$ cat src/rtl/mdsup_pkg.sv
`timescale 1ns / 1ps
// mdsup_pkg: supervisor state codes, register indexes and reset values,
// sine polynomial coefficients for the motor drive supervisor.
// no dependencies.
package mdsup_pkg;

  localparam logic [3:0] ST_IDLE     = 4'd0;
  localparam logic [3:0] ST_TUNE     = 4'd1;
  localparam logic [3:0] ST_RESET    = 4'd2;
  localparam logic [3:0] ST_OPENLOOP = 4'd3;
  localparam logic [3:0] ST_ENABLE   = 4'd4;
  localparam logic [3:0] ST_DISABLE  = 4'd5;
  localparam logic [3:0] ST_RUNNING  = 4'd6;
  localparam logic [3:0] ST_SHUTDOWN = 4'd7;
  localparam logic [3:0] ST_FAULT    = 4'd8;

  localparam logic [3:0] REG_POLE_PAIRS   = 4'd0;
  localparam logic [3:0] REG_LOCK_MS      = 4'd1;
  localparam logic [3:0] REG_RAMP_MS      = 4'd2;
  localparam logic [3:0] REG_TARGET_RPM   = 4'd3;
  localparam logic [3:0] REG_SETTLE_MS    = 4'd4;
  localparam logic [3:0] REG_SWITCH_SPEED = 4'd5;
  localparam logic [3:0] REG_AMPLITUDE    = 4'd6;
  localparam logic [3:0] REG_PHASE_PER    = 4'd7;

  localparam logic [5:0]  RST_POLE_PAIRS   = 6'd7;
  localparam logic [15:0] RST_LOCK_MS      = 16'd200;
  localparam logic [15:0] RST_RAMP_MS      = 16'd500;
  localparam logic [15:0] RST_TARGET_RPM   = 16'd200;
  localparam logic [15:0] RST_SETTLE_MS    = 16'd200;
  localparam logic [30:0] RST_SWITCH_SPEED = 31'd700;
  localparam logic [14:0] RST_AMPLITUDE    = 15'd32767;
  localparam logic [15:0] RST_PHASE_PER    = 16'd3579;

  localparam logic [16:0] SIN_A = 17'd51472;
  localparam logic [16:0] SIN_B = 17'd21024;
  localparam logic [16:0] SIN_C = 17'd2320;
  localparam logic [16:0] QUARTER = 17'h04000;

endpackage

$ cat src/rtl/motor_drive_supervisor_open_loop_start.sv
`timescale 1ns / 1ps
// motor_drive_supervisor_open_loop_start: nine-state drive supervisor with
// open-loop start ramp, phase accumulator and alpha/beta drive voltages.
// depends on mdsup_pkg.
//
//   channel  | handshake             | payload
//   ---------+-----------------------+-------------------------------------
//   input    | in_valid / in_stall   | req_type .. observer_speed
//   output   | out_valid / out_stall | state_now .. open_loop_angle
//   config   | cfg_valid / cfg_ready | cfg_index, cfg_data
//
// requests and ticks outside open-loop skip the sequencer; the result is loaded at the
// edge that takes the request.
// an open-loop tick holds the block while the sequencer runs a serial divide during
// the ramp, then the phase update and alpha/beta sines on the one shared multiplier.
// rst is synchronous; it restores register defaults and the idle state.
// a result waiting under out_stall holds the block until it is taken.
module motor_drive_supervisor_open_loop_start
  import mdsup_pkg::*;
#(
  parameter int SINE_TABLE_BITS = 10,
  parameter int RPM_FRAC_BITS   = 8
) (
  input  logic               clk,
  input  logic               rst,
  input  logic               in_valid,
  output logic               in_stall,
  input  logic               req_type,
  input  logic [3:0]         requested_state,
  input  logic [31:0]        now_ms,
  input  logic               calib_done,
  input  logic               shutdown_done,
  input  logic signed [31:0] observer_speed,
  output logic               out_valid,
  input  logic               out_stall,
  output logic [3:0]         state_now,
  output logic               pwm_enable,
  output logic               supply_enable,
  output logic               run_inner_loop,
  output logic               core_reset,
  output logic               idle_track,
  output logic               drive_valid,
  output logic signed [15:0] drive_alpha,
  output logic signed [15:0] drive_beta,
  output logic [15:0]        open_loop_angle,
  input  logic               cfg_valid,
  output logic               cfg_ready,
  input  logic [3:0]         cfg_index,
  input  logic [30:0]        cfg_data
);

  localparam int RW = 16 + RPM_FRAC_BITS;
  localparam int DW = 32 + RPM_FRAC_BITS;
  localparam int MA = RW + 6;
  localparam int PW = MA + 17;
  localparam int CW = $clog2(DW + 1);

  typedef enum logic [3:0] {
    S_IDLE, S_RMUL, S_DLOAD, S_DIV, S_PH1, S_PH2, S_PH3, S_ANG,
    S_SQ, S_C1, S_C2, S_C3, S_C4, S_C5, S_OUT
  } seq_t;

  seq_t seq;

  logic [5:0]  pole_pairs;
  logic [15:0] lock_ms, ramp_ms, target_rpm, settle_ms, phase_per_rpm;
  logic [30:0] switch_speed;
  logic [14:0] drive_amplitude;

  logic [3:0]  fsm_state;
  logic        drive_enabled, supply_on;
  logic [31:0] start_time, phase_acc;

  logic [15:0]   dl;
  logic          sw;
  logic [RW-1:0] rpm;
  logic [DW-1:0] dq;
  logic [15:0]   rem;
  logic [CW-1:0] cnt;
  logic [PW-1:0] prod;
  logic [15:0]   z, z2;
  logic [1:0]    quad;
  logic          neg, sel;
  logic [15:0]   alpha_res;
  logic [15:0]   beta_res;

  logic [MA-1:0] mul_a;
  logic [16:0]   mul_b;

  function automatic logic [3:0] gate(input logic [3:0] cur, input logic [3:0] want);
    logic [3:0] r;
    r = want;
    if (want > ST_FAULT) r = cur;
    else if (cur == ST_FAULT && want != ST_RESET) r = cur;
    else if (want == ST_ENABLE && cur != ST_IDLE) r = cur;
    return r;
  endfunction

  function automatic logic [15:0] zval(input logic [15:0] a);
    logic [14:0] q;
    q = {1'b0, a[13:0]};
    if (a[14]) q = 15'(QUARTER) - q;
    return {q, 1'b0};
  endfunction

  logic accept, out_free;
  logic ol_tick, out_load;
  assign out_free  = !out_valid || !out_stall;
  assign accept    = in_valid && !in_stall;
  assign in_stall  = !(seq == S_IDLE && out_free);
  assign cfg_ready = 1'b1;
  assign ol_tick   = !req_type && fsm_state == ST_OPENLOOP;
  assign out_load  = (seq == S_IDLE && accept && !ol_tick) || (seq == S_OUT && out_free);

  // open-loop timing
  logic [31:0] e;
  logic [31:0] lr, lrs, mag;
  assign e   = drive_enabled ? (now_ms - start_time) : 32'd0;
  assign lr  = 32'(lock_ms) + 32'(ramp_ms);
  assign lrs = lr + 32'(settle_ms);
  assign mag = observer_speed[31] ? (32'd0 - observer_speed) : observer_speed;

  logic [15:0] ang;
  assign ang = 16'({phase_acc[31 -: SINE_TABLE_BITS], {(16 - SINE_TABLE_BITS){1'b0}}});

  // quick tick and request actions
  logic [3:0] f_next;
  logic       d_next, s_next, p_inner, p_creset, p_track;
  always_comb begin
    f_next   = fsm_state;
    d_next   = drive_enabled;
    s_next   = supply_on;
    p_inner  = 1'b0;
    p_creset = 1'b0;
    p_track  = 1'b0;
    if (req_type) begin
      f_next = gate(fsm_state, requested_state);
    end else begin
      case (fsm_state)
        ST_IDLE: p_track = 1'b1;
        ST_TUNE: begin
          if (!drive_enabled) begin
            d_next   = 1'b1;
            p_creset = 1'b1;
          end
          if (calib_done) f_next = gate(fsm_state, ST_DISABLE);
          p_inner = 1'b1;
        end
        ST_RESET: begin
          p_creset = 1'b1;
          f_next   = gate(fsm_state, ST_IDLE);
          d_next   = 1'b0;
          s_next   = 1'b1;
        end
        ST_ENABLE: begin
          d_next = 1'b1;
          f_next = gate(fsm_state, ST_RUNNING);
        end
        ST_DISABLE: begin
          d_next = 1'b0;
          f_next = gate(fsm_state, ST_RESET);
        end
        ST_RUNNING: p_inner = 1'b1;
        ST_SHUTDOWN: if (shutdown_done) f_next = gate(fsm_state, ST_FAULT);
        ST_FAULT: begin
          if (drive_enabled) begin
            d_next = 1'b0;
            s_next = 1'b0;
          end
        end
        default: ;
      endcase
    end
  end

  // shared multiplier operand select
  always_comb begin
    mul_a = '0;
    mul_b = '0;
    case (seq)
      S_RMUL: begin mul_a = MA'(dl);             mul_b = 17'(target_rpm); end
      S_PH1:  begin mul_a = MA'(rpm);            mul_b = 17'(pole_pairs); end
      S_PH2:  begin mul_a = prod[MA-1:0];        mul_b = 17'(phase_per_rpm); end
      S_SQ:   begin mul_a = MA'(z);              mul_b = 17'(z); end
      S_C1:   begin mul_a = MA'(prod[30:15]);    mul_b = SIN_C; end
      S_C2:   begin mul_a = MA'(z2);             mul_b = SIN_B - 17'(prod[30:15]); end
      S_C3:   begin mul_a = MA'(z);              mul_b = SIN_A - 17'(prod[30:15]); end
      S_C4: begin
        mul_a = MA'(drive_amplitude);
        mul_b = (prod[31:15] > 17'd32767) ? 17'd32767 : 17'(prod[31:15]);
      end
      default: ;
    endcase
  end

  logic [16:0] rem_sh;
  logic        rem_ge;
  assign rem_sh = {rem, dq[DW-1]};
  assign rem_ge = rem_sh >= {1'b0, ramp_ms};

  logic [14:0] v;
  logic [15:0] vres;
  assign v    = prod[29:15];
  assign vres = neg ? (16'd0 - {1'b0, v}) : {1'b0, v};

  always_ff @(posedge clk) begin
    if (rst) begin
      seq             <= S_IDLE;
      pole_pairs      <= RST_POLE_PAIRS;
      lock_ms         <= RST_LOCK_MS;
      ramp_ms         <= RST_RAMP_MS;
      target_rpm      <= RST_TARGET_RPM;
      settle_ms       <= RST_SETTLE_MS;
      switch_speed    <= RST_SWITCH_SPEED;
      drive_amplitude <= RST_AMPLITUDE;
      phase_per_rpm   <= RST_PHASE_PER;
      fsm_state       <= ST_IDLE;
      drive_enabled   <= 1'b0;
      supply_on       <= 1'b1;
      start_time      <= '0;
      phase_acc       <= '0;
      out_valid       <= 1'b0;
    end else begin
      if (cfg_valid && cfg_ready) begin
        case (cfg_index)
          REG_POLE_PAIRS:   pole_pairs      <= cfg_data[5:0];
          REG_LOCK_MS:      lock_ms         <= cfg_data[15:0];
          REG_RAMP_MS:      ramp_ms         <= cfg_data[15:0];
          REG_TARGET_RPM:   target_rpm      <= cfg_data[15:0];
          REG_SETTLE_MS:    settle_ms       <= cfg_data[15:0];
          REG_SWITCH_SPEED: switch_speed    <= cfg_data;
          REG_AMPLITUDE:    drive_amplitude <= cfg_data[14:0];
          REG_PHASE_PER:    phase_per_rpm   <= cfg_data[15:0];
          default: ;
        endcase
      end

      out_valid <= out_load || (out_valid && out_stall);

      prod <= PW'(mul_a) * PW'(mul_b);

      case (seq)
        S_IDLE: begin
          if (accept) begin
            if (ol_tick) begin
              if (!drive_enabled) begin
                drive_enabled <= 1'b1;
                start_time    <= now_ms;
                phase_acc     <= '0;
              end
              sw <= (e > lrs) && (mag > 32'(switch_speed));
              dl <= 16'(e - 32'(lock_ms));
              if (e < 32'(lock_ms)) begin
                rpm <= '0;
                seq <= S_PH1;
              end else if (e < lr) begin
                seq <= S_RMUL;
              end else begin
                rpm <= RW'(target_rpm) << RPM_FRAC_BITS;
                seq <= S_PH1;
              end
            end else begin
              fsm_state       <= f_next;
              drive_enabled   <= d_next;
              supply_on       <= s_next;
              state_now       <= f_next;
              pwm_enable      <= d_next;
              supply_enable   <= s_next;
              run_inner_loop  <= p_inner;
              core_reset      <= p_creset;
              idle_track      <= p_track;
              drive_valid     <= 1'b0;
              drive_alpha     <= '0;
              drive_beta      <= '0;
              open_loop_angle <= phase_acc[31:16];
            end
          end
        end
        S_RMUL: seq <= S_DLOAD;
        S_DLOAD: begin
          dq  <= DW'(prod[31:0]) << RPM_FRAC_BITS;
          rem <= '0;
          cnt <= '0;
          seq <= S_DIV;
        end
        S_DIV: begin
          rem <= rem_ge ? 16'(rem_sh - {1'b0, ramp_ms}) : rem_sh[15:0];
          dq  <= {dq[DW-2:0], rem_ge};
          cnt <= cnt + 1'b1;
          if (cnt == CW'(DW - 1)) begin
            rpm <= RW'({dq[DW-2:0], rem_ge});
            seq <= S_PH1;
          end
        end
        S_PH1: seq <= S_PH2;
        S_PH2: seq <= S_PH3;
        S_PH3: begin
          phase_acc <= phase_acc + prod[RPM_FRAC_BITS +: 32];
          seq       <= S_ANG;
        end
        S_ANG: begin
          z    <= zval(ang + 16'(QUARTER));
          quad <= 2'((ang + 16'(QUARTER)) >> 14);
          sel  <= 1'b0;
          seq  <= S_SQ;
        end
        S_SQ: seq <= S_C1;
        S_C1: begin
          z2  <= prod[30:15];
          seq <= S_C2;
        end
        S_C2: seq <= S_C3;
        S_C3: seq <= S_C4;
        S_C4: begin
          neg <= quad[1] && (prod[31:15] != 17'd0);
          seq <= S_C5;
        end
        S_C5: begin
          if (!sel) begin
            alpha_res <= vres;
            z         <= zval(ang);
            quad      <= ang[15:14];
            sel       <= 1'b1;
            seq       <= S_SQ;
          end else begin
            beta_res <= vres;
            seq      <= S_OUT;
          end
        end
        S_OUT: begin
          if (out_free) begin
            fsm_state       <= sw ? gate(fsm_state, ST_RUNNING) : fsm_state;
            state_now       <= sw ? gate(fsm_state, ST_RUNNING) : fsm_state;
            pwm_enable      <= drive_enabled;
            supply_enable   <= supply_on;
            run_inner_loop  <= 1'b0;
            core_reset      <= 1'b0;
            idle_track      <= 1'b0;
            drive_valid     <= 1'b1;
            drive_alpha     <= alpha_res;
            drive_beta      <= beta_res;
            open_loop_angle <= phase_acc[31:16];
            seq             <= S_IDLE;
          end
        end
        default: seq <= S_IDLE;
      endcase
    end
  end

  a_busy_stalls: assert property (@(posedge clk) disable iff (rst)
    seq != S_IDLE |-> in_stall) else $error("busy but not stalling");
  a_state_range: assert property (@(posedge clk) disable iff (rst)
    fsm_state <= ST_FAULT) else $error("supervisor state out of range");
  a_drive_state: assert property (@(posedge clk) disable iff (rst)
    out_valid && drive_valid |-> state_now == ST_OPENLOOP || state_now == ST_RUNNING)
    else $error("drive voltages outside open loop");
  a_div_ramp: assert property (@(posedge clk) disable iff (rst)
    seq == S_DIV |-> ramp_ms != 16'd0) else $error("divide by zero ramp");
  a_out_hold: assert property (@(posedge clk) disable iff (rst)
    out_valid && out_stall |=> out_valid) else $error("stalled result dropped");

endmodule

$ cat config.mk
export PLATFORM = sky130hd
export DESIGN_NAME = motor_drive_supervisor_open_loop_start
export DESIGN_NICKNAME = d
export VERILOG_FILES = /design/src/rtl/mdsup_pkg.sv /design/src/rtl/motor_drive_supervisor_open_loop_start.sv
export SDC_FILE = /design/constraint.sdc
export NUM_CORES = 2
export LEC_CHECK = 0
export ABC_AREA = 0
export BUFFER_PORTS_ARGS = -buffer_cell sky130_fd_sc_hd__buf_4
export CORE_MARGIN = 3
export CORE_UTILIZATION = 30
export DETAILED_ROUTE_END_ITERATION = 7
export SYNTH_ARGS = -nofsm -noshare
export SYNTH_HDL_FRONTEND = slang
export SYNTH_SLANG_ARGS = --single-unit
$ cat constraint.sdc
create_clock -name clk -period 18.65 [get_ports clk]
set_clock_uncertainty 0.1 [all_clocks]
set_input_delay 2.7975 -clock clk [delete_from_list [all_inputs] [get_ports clk]]
set_output_delay 2.7975 -clock clk [all_outputs]
set_load 0.02 [all_outputs]
After elaboration in Yosys (flattened, before gate mapping)
Index checks and enable logic that the tools add are counted.

operators by class
  add/sub/neg operators = 14
  $mul = 1
  div/mod/pow operators = 0
  $lt $le $gt $ge = 7
  equal/unequal tests = 40
  shifts and indexed selects = 0
  mux-type cells = 96
  bitwise logic cells = 4
  reductions and logical operators = 57

operator list
  cell                                                number
  one-hot mux 30 bit (7 select lines)                 1
  2-to-1 mux 16 bit                                   10
  2-to-1 mux 32 bit                                   5
  one-hot mux 16 bit (2 select lines)                 5
  one-hot mux 17 bit (8 select lines)                 1
  2-to-1 mux 24 bit                                   5
  one-hot mux 40 bit (2 select lines)                 1
  2-to-1 mux 4 bit                                    18
  one-hot mux 32 bit (2 select lines)                 1
  one-hot mux 4 bit (15 select lines)                 1
  == test 4 x 3 -> 1 bit, second input constant       13
  one-hot mux 24 bit (2 select lines)                 1
  multiplier 30 x 17 -> 40 bit                        1
  adder 32 bit                                        1
  == test 4 bit, second input constant                8
  greater-than comparator 32 x 18 -> 1 bit            1
  greater-than comparator 32 x 31 -> 1 bit            1
  less-than comparator 32 x 16 -> 1 bit               1
  less-than comparator 32 x 17 -> 1 bit               1
  subtractor 1 x 32 -> 32 bit, first input constant   1
  subtractor 16 bit                                   2
  subtractor 32 bit                                   1
  2-to-1 mux 15 bit                                   2
  subtractor 15 x 14 -> 15 bit, first input constant  2
  other kinds (40)                                    135

storage, ports and cells
  register bits after elaboration = 476
  bits in latches = 0
  memory bits (writable) = 0
  bits in read-only memories = 0
  input bits = 111
  output and inout bits = 61
  word-level logic and storage cells = 258
  memories = 0

Longest topological paths before layout
  depth in word-level cells = 9
  mapped depth = 37
  gate-level depth less buffers = 34

Least setup slack after synthesis
No wires, ideal clock.

  path kind = reg2reg
  start = register seq[2]
  end = register prod[38], data pin
  setup time = 195 ps
  data arrival time = 9,004 ps
  data required time = 18,355 ps
  setup slack = 9,351 ps
  stages on the path, launching flop included = 35
  path buffers = 3
  period minus slack after synthesis = 9,299 ps
  path through = dfxtp_1 -> clkbuf_1 -> and4b_1 -> clkbuf_1 -> clkinv_1 -> ha_1 -> a21oi_1 -> nor2_1 -> maj3_1 -> nand2_1 -> a21oi_1 -> xnor2_1 -> o21ai_1 -> clkbuf_1 -> nand2_1 -> fa_1 -> inv_1 -> fa_1 -> fa_1 -> fa_1 -> fa_1 -> inv_1 -> fa_1 -> inv_1 -> ha_1 -> a21o_1 -> a221o_1 -> o311ai_0 -> a21oi_1 -> o21ai_0 -> a2111oi_0 -> o21a_1 -> o21a_1 -> o21a_1 -> o311ai_0

on the way
  cells in the longest elaborated chain, start to end = 4
  elaborated cells between the ends (all ways) = 12
  classes of those cells = mul (1); eq/ne (8); mux (2); reduce/logical (1)

RTL lines
  item                                 RTL line                                       text
  start: declaration                   motor_drive_supervisor_open_loop_start.sv:63   seq_t seq;
  start signal: assignment             motor_drive_supervisor_open_loop_start.sv:208  seq <= S_IDLE;
  start signal: assignment             motor_drive_supervisor_open_loop_start.sv:255  seq <= S_PH1;
  start signal: assignment             motor_drive_supervisor_open_loop_start.sv:257  seq <= S_RMUL;
  == test 4 bit                        motor_drive_supervisor_open_loop_start.sv:180  case (seq)
  OR reduction 2 bit (no line)         n/a
  one-hot mux 30 bit (7 select lines)  motor_drive_supervisor_open_loop_start.sv:180
  multiplier 30 x 17 -> 40 bit *       motor_drive_supervisor_open_loop_start.sv:240  prod <= PW'(mul_a) * PW'(mul_b);
  end signal: assignment               motor_drive_supervisor_open_loop_start.sv:240
  end: declaration                     motor_drive_supervisor_open_loop_start.sv:80   logic [PW-1:0] prod;

Every way passes the cells marked *; elsewhere a longest branch is shown, timed or not.
A chain may end at the register's enable or synchronous reset.

Final worst setup path
  start = register seq[1]
  end = register prod[38], data pin

Same word-level chain as after synthesis.

==> Flow_metrics.wiki <==
{| class="wikitable"
! Metric !! Value
|-
| Main area contributors after synthesis || sky130_fd_sc_hd__fa_1 19%, sky130_fd_sc_hd__edfxtp_1 19%, sky130_fd_sc_hd__dfxtp_1 9.9%
|-
| Overflow left after global routing || 0
|-
| Die Width || 380 um
|-
| Overall Global Routing Usage || 17.1%
|-
| Total wire length || 126 mm
|-
| Final worst-path cycle share || 57.6%
|-
| Global-route wire length before repair || 197 mm
|-
| TritonCTS clock tree || built
|-
| I/O pin count || 172
|-
| Fillcell total || 14300
|-
| Synth Register Bits || 468
|-
| Nature of the critical path startpoint || register
|-
| Post-layout minimum cycle time || 10.74 ns
|-
| Commonest non-fill, non-tap cells in the layout || 886 x sky130_fd_sc_hd__nand2_1, 673 x sky130_fd_sc_hd__inv_1, 406 x sky130_fd_sc_hd__fa_1
|-
| Worst hold slack || 0.352 ns
|-
| Unrepaired setup endpoints after global routing || no
|-
| Clk Latency, worst-skew pair || 0.63 ns
|-
| Sequential-to-total area share from yosys stat || 28.5%
|-
| Count of instances resized after the clock tree is built || 0
|-
| Final Hold Vio Count || 0
|-
| Yosys cell types || 76
|-
| Initial antenna violation count || 1
|-
| Floorplan die area || 144000 um2
|-
| Final-stage net count || 5656
|-
| Pin count of the biggest net entering global routing || 76
|-
| Average instance area after synthesis || 8.82 um2
|-
| Pleak || 20.4 nW
|-
| Synth-to-Final Area Change || 12.6%
|-
| CORE AREA || 138000 um2
|-
| Post-route cell area || 47300 um2
|-
| Buffer depth of the longest clock path || 3
|-
| Cell Pwr Density || 52.4 nW/um2
|-
| Top cell by count, worst path || sky130_fd_sc_hd__fa_1
|-
| Worst-case setup margin in the final layout || 7.91 ns
|-
| Setup violations, final || 0
|-
| Ratio of cells with drive above 1 in the final layout || 7.79%
|-
| Kind of critical path || reg -> reg
|-
| Combined area of the multi-input logic cells || 26800 um2
|-
| Via count of the first global-routing pass || 33900
|-
| Req. time, crit path || 18.95 ns
|-
| Quantity of hold-fixing buffers added after cts || 0
|-
| Area share of the leading cell type in the synthesized netlist || 19.4%
|-
| Share of flip-flops with an asynchronous set or reset || 0%
|-
| Transition time at the pin with the least slew margin || 1.35 ns
|-
| Synthesis warning total || 0
|-
| Sum of internal, switching and leakage power || 2.48 mW
|-
| Netlist Area Pre-Place || 42000 um2
|-
| Area taken by flip-flops and latches || 12000 um2
|-
| CTS Buf Count || 50
|-
| Class of the tightest hold or removal check || reg -> reg
|-
| Dpl cell area || 45500 um2
|-
| Initial core utilization || 30.4%
|-
| Max VDD drop || 67.5 uV
|-
| Data arrival time of the critical path || 11.04 ns
|-
| Clock-pin slew on the worst setup and hold paths || 0.06 ns
|-
| Setup bufs post-CTS || 0
|-
| Clock root buffer master || sky130_fd_sc_hd__clkbuf_16
|-
| Cell with the largest stage delay on the worst path || sky130_fd_sc_hd__dfxtp_1
|-
| H-tree Lvls || 2
|-
| Most common library cell in the layout ignoring fill and taps || sky130_fd_sc_hd__nand2_1
|-
| Remaining number of nets flagged by the antenna check after routing || 0
|-
| Post-detailed-route via-to-cell ratio || 5.04
|-
| Row count || 136
|-
| Drt drc || 0
|-
| Buffers added on ports || 170
|-
| Largest fanout of any net on the critical path || 22
|-
| Flip-flop cell with the highest count after synthesis || sky130_fd_sc_hd__edfxtp_1
|-
| Setup slack of the worst register-to-register path || 7.91 ns
|-
| Wire length per cell after detailed routing || 18.6 um
|-
| Category of the worst setup path capture point || register
|-
| Count of flip-flops with a built-in enable after synthesis || 261
|-
| Placement-stage worst setup slack || 8.05 ns
|-
| Biggest cell delay along the critical path || 0.76 ns
|-
| HPWL after DPL || 93.4 mm
|-
| Cell type with the largest total area after synthesis || sky130_fd_sc_hd__fa_1
|-
| Count of inserted antenna diode cells || 0
|-
| Number of design-rule violations left by the first detailed-router iteration || 2587
|-
| Peak clock frequency supported by timing || 0.0931 GHz
|-
| Headroom to the max-slew limit || 7.72%
|-
| TritonCTS sink count || 468
|-
| Gate Count Post-Synth || 4760
|-
| Post-Route Setup TNS || 0 ns
|-
| DR pass1 iterations || 7
|-
| Overall die height || 380 um
|-
| Number of slew-limit violations in the final report || 0
|-
| Final Wtd Congestion || 0.905
|-
| Total number of vias || 34100
|-
| Outcome || completed
|-
| Number of max-capacitance violations reported || 0
|}
[cell type report]
class                      instances  share of cell area (%)
multi-input combinational       3403                    56.6
clock buffer                      66                    2.99
inverter                         677                    5.38
sequential                       468                    25.3
tap                             1863                    4.93
timing repair buffer             251                    3.99
clock inverter                    28                   0.754
[state kept, by name, indices dropped and copies added (netlist names), 24 cells and up]
register      count
dq               40
prod             40
phase_acc        32
start_time       32
switch_speed     31
rpm              24
[worst paths after layout]
path | startpoint | endpoint | cells after the start
worst min-delay path | start_time[5]$_SDFFE_PP0P_ | start_time[5]$_SDFFE_PP0P_ | 2
worst max register to register | seq[1]$_SDFFE_PP0P_ | prod[38]$_DFFE_PN_ | 31
worst max-delay path | seq[1]$_SDFFE_PP0P_ | prod[38]$_DFFE_PN_ | 31
worst min register to register | start_time[5]$_SDFFE_PP0P_ | start_time[5]$_SDFFE_PP0P_ | 2
[cell usage after synthesis, drive strengths merged, types with 19 or more instances]
master / n
o21a: 40
o211ai: 29
edfxtp: 261
o31ai: 19
o21bai: 20
and2: 78
nor3: 63
nor2: 248
o21ai: 154
xor2: 54
nand4: 35
ha: 288
fa: 406
a31oi: 21
clkbuf: 201
nand2: 886
xnor2: 145
a21o: 57
a21oi: 249
nand2b: 35
inv: 674
or3: 26
and3: 71
a22oi: 73
nor2b: 42
dfxtp: 207
a22o: 29
nand3: 69
mux2i: 51
[where the power goes]
group	internal [mW]	total [mW]	switching, mW	leakage (nW)
registers	1.10	1.11	0.0132	4.12
clock network	0.633	1.09	0.458	0.846
logic	0.108	0.273	0.165	15.4
total	1.84	2.48	0.636	20.4
[logic make-up (layout without fill, tap and decap cells)]
logic type / count (synthesis) / in the layout / synth area share, %
buf+inv: 896 / 1022 / 8.02
compound gates: 833 / 833 / 12.9
mux: 51 / 51 / 1.22
simple gates: 1615 / 1615 / 17.1
xor+xnor: 199 / 199 / 4.15
other cells: 1 / 8 / 0.00893
flops: 468 / 468 / 28.5
fa+ha+maj: 697 / 697 / 28.0
[layer usage]
| metal | global-route usage, % | share of wire, % | vias to the layer above |
|---|---|---|---|
| met2 | 28.3 | 47 | 1071 |
| met3 | 2.13 | 6.4 | 206 |
| met4 | 5.27 | 3.0 | 0 |
| met5 | 0 | 0 | - |
| li1 | - | - | 15900 |
| met1 | 23.2 | 44 | 16800 |
[critical path: cells and delay by family, from the launching register on]
| family | cells | cell delay (ns) |
|---|---|---|
| compound gates | 16 | 3.90 |
| fa+ha+maj | 9 | 4.37 |
| buf+inv | 3 | 0.44 |
| flops | 1 | 0.76 |
| simple gates | 3 | 0.91 |
[through the flow]
| stage | instances | utilization, % |
|---|---|---|
| 6_report | 6756 | 34.2 |
| 5_1_grt | 6756 | 34.2 |
| 4_1_cts | 6756 | 34.2 |
| 3_5_place_dp | 6662 | 32.9 |
| 3_3_place_gp | 6662 | 32.9 |
| 2_1_floorplan | 4767 | - |
No activity file was read; power rests on OpenSTA's default activity.
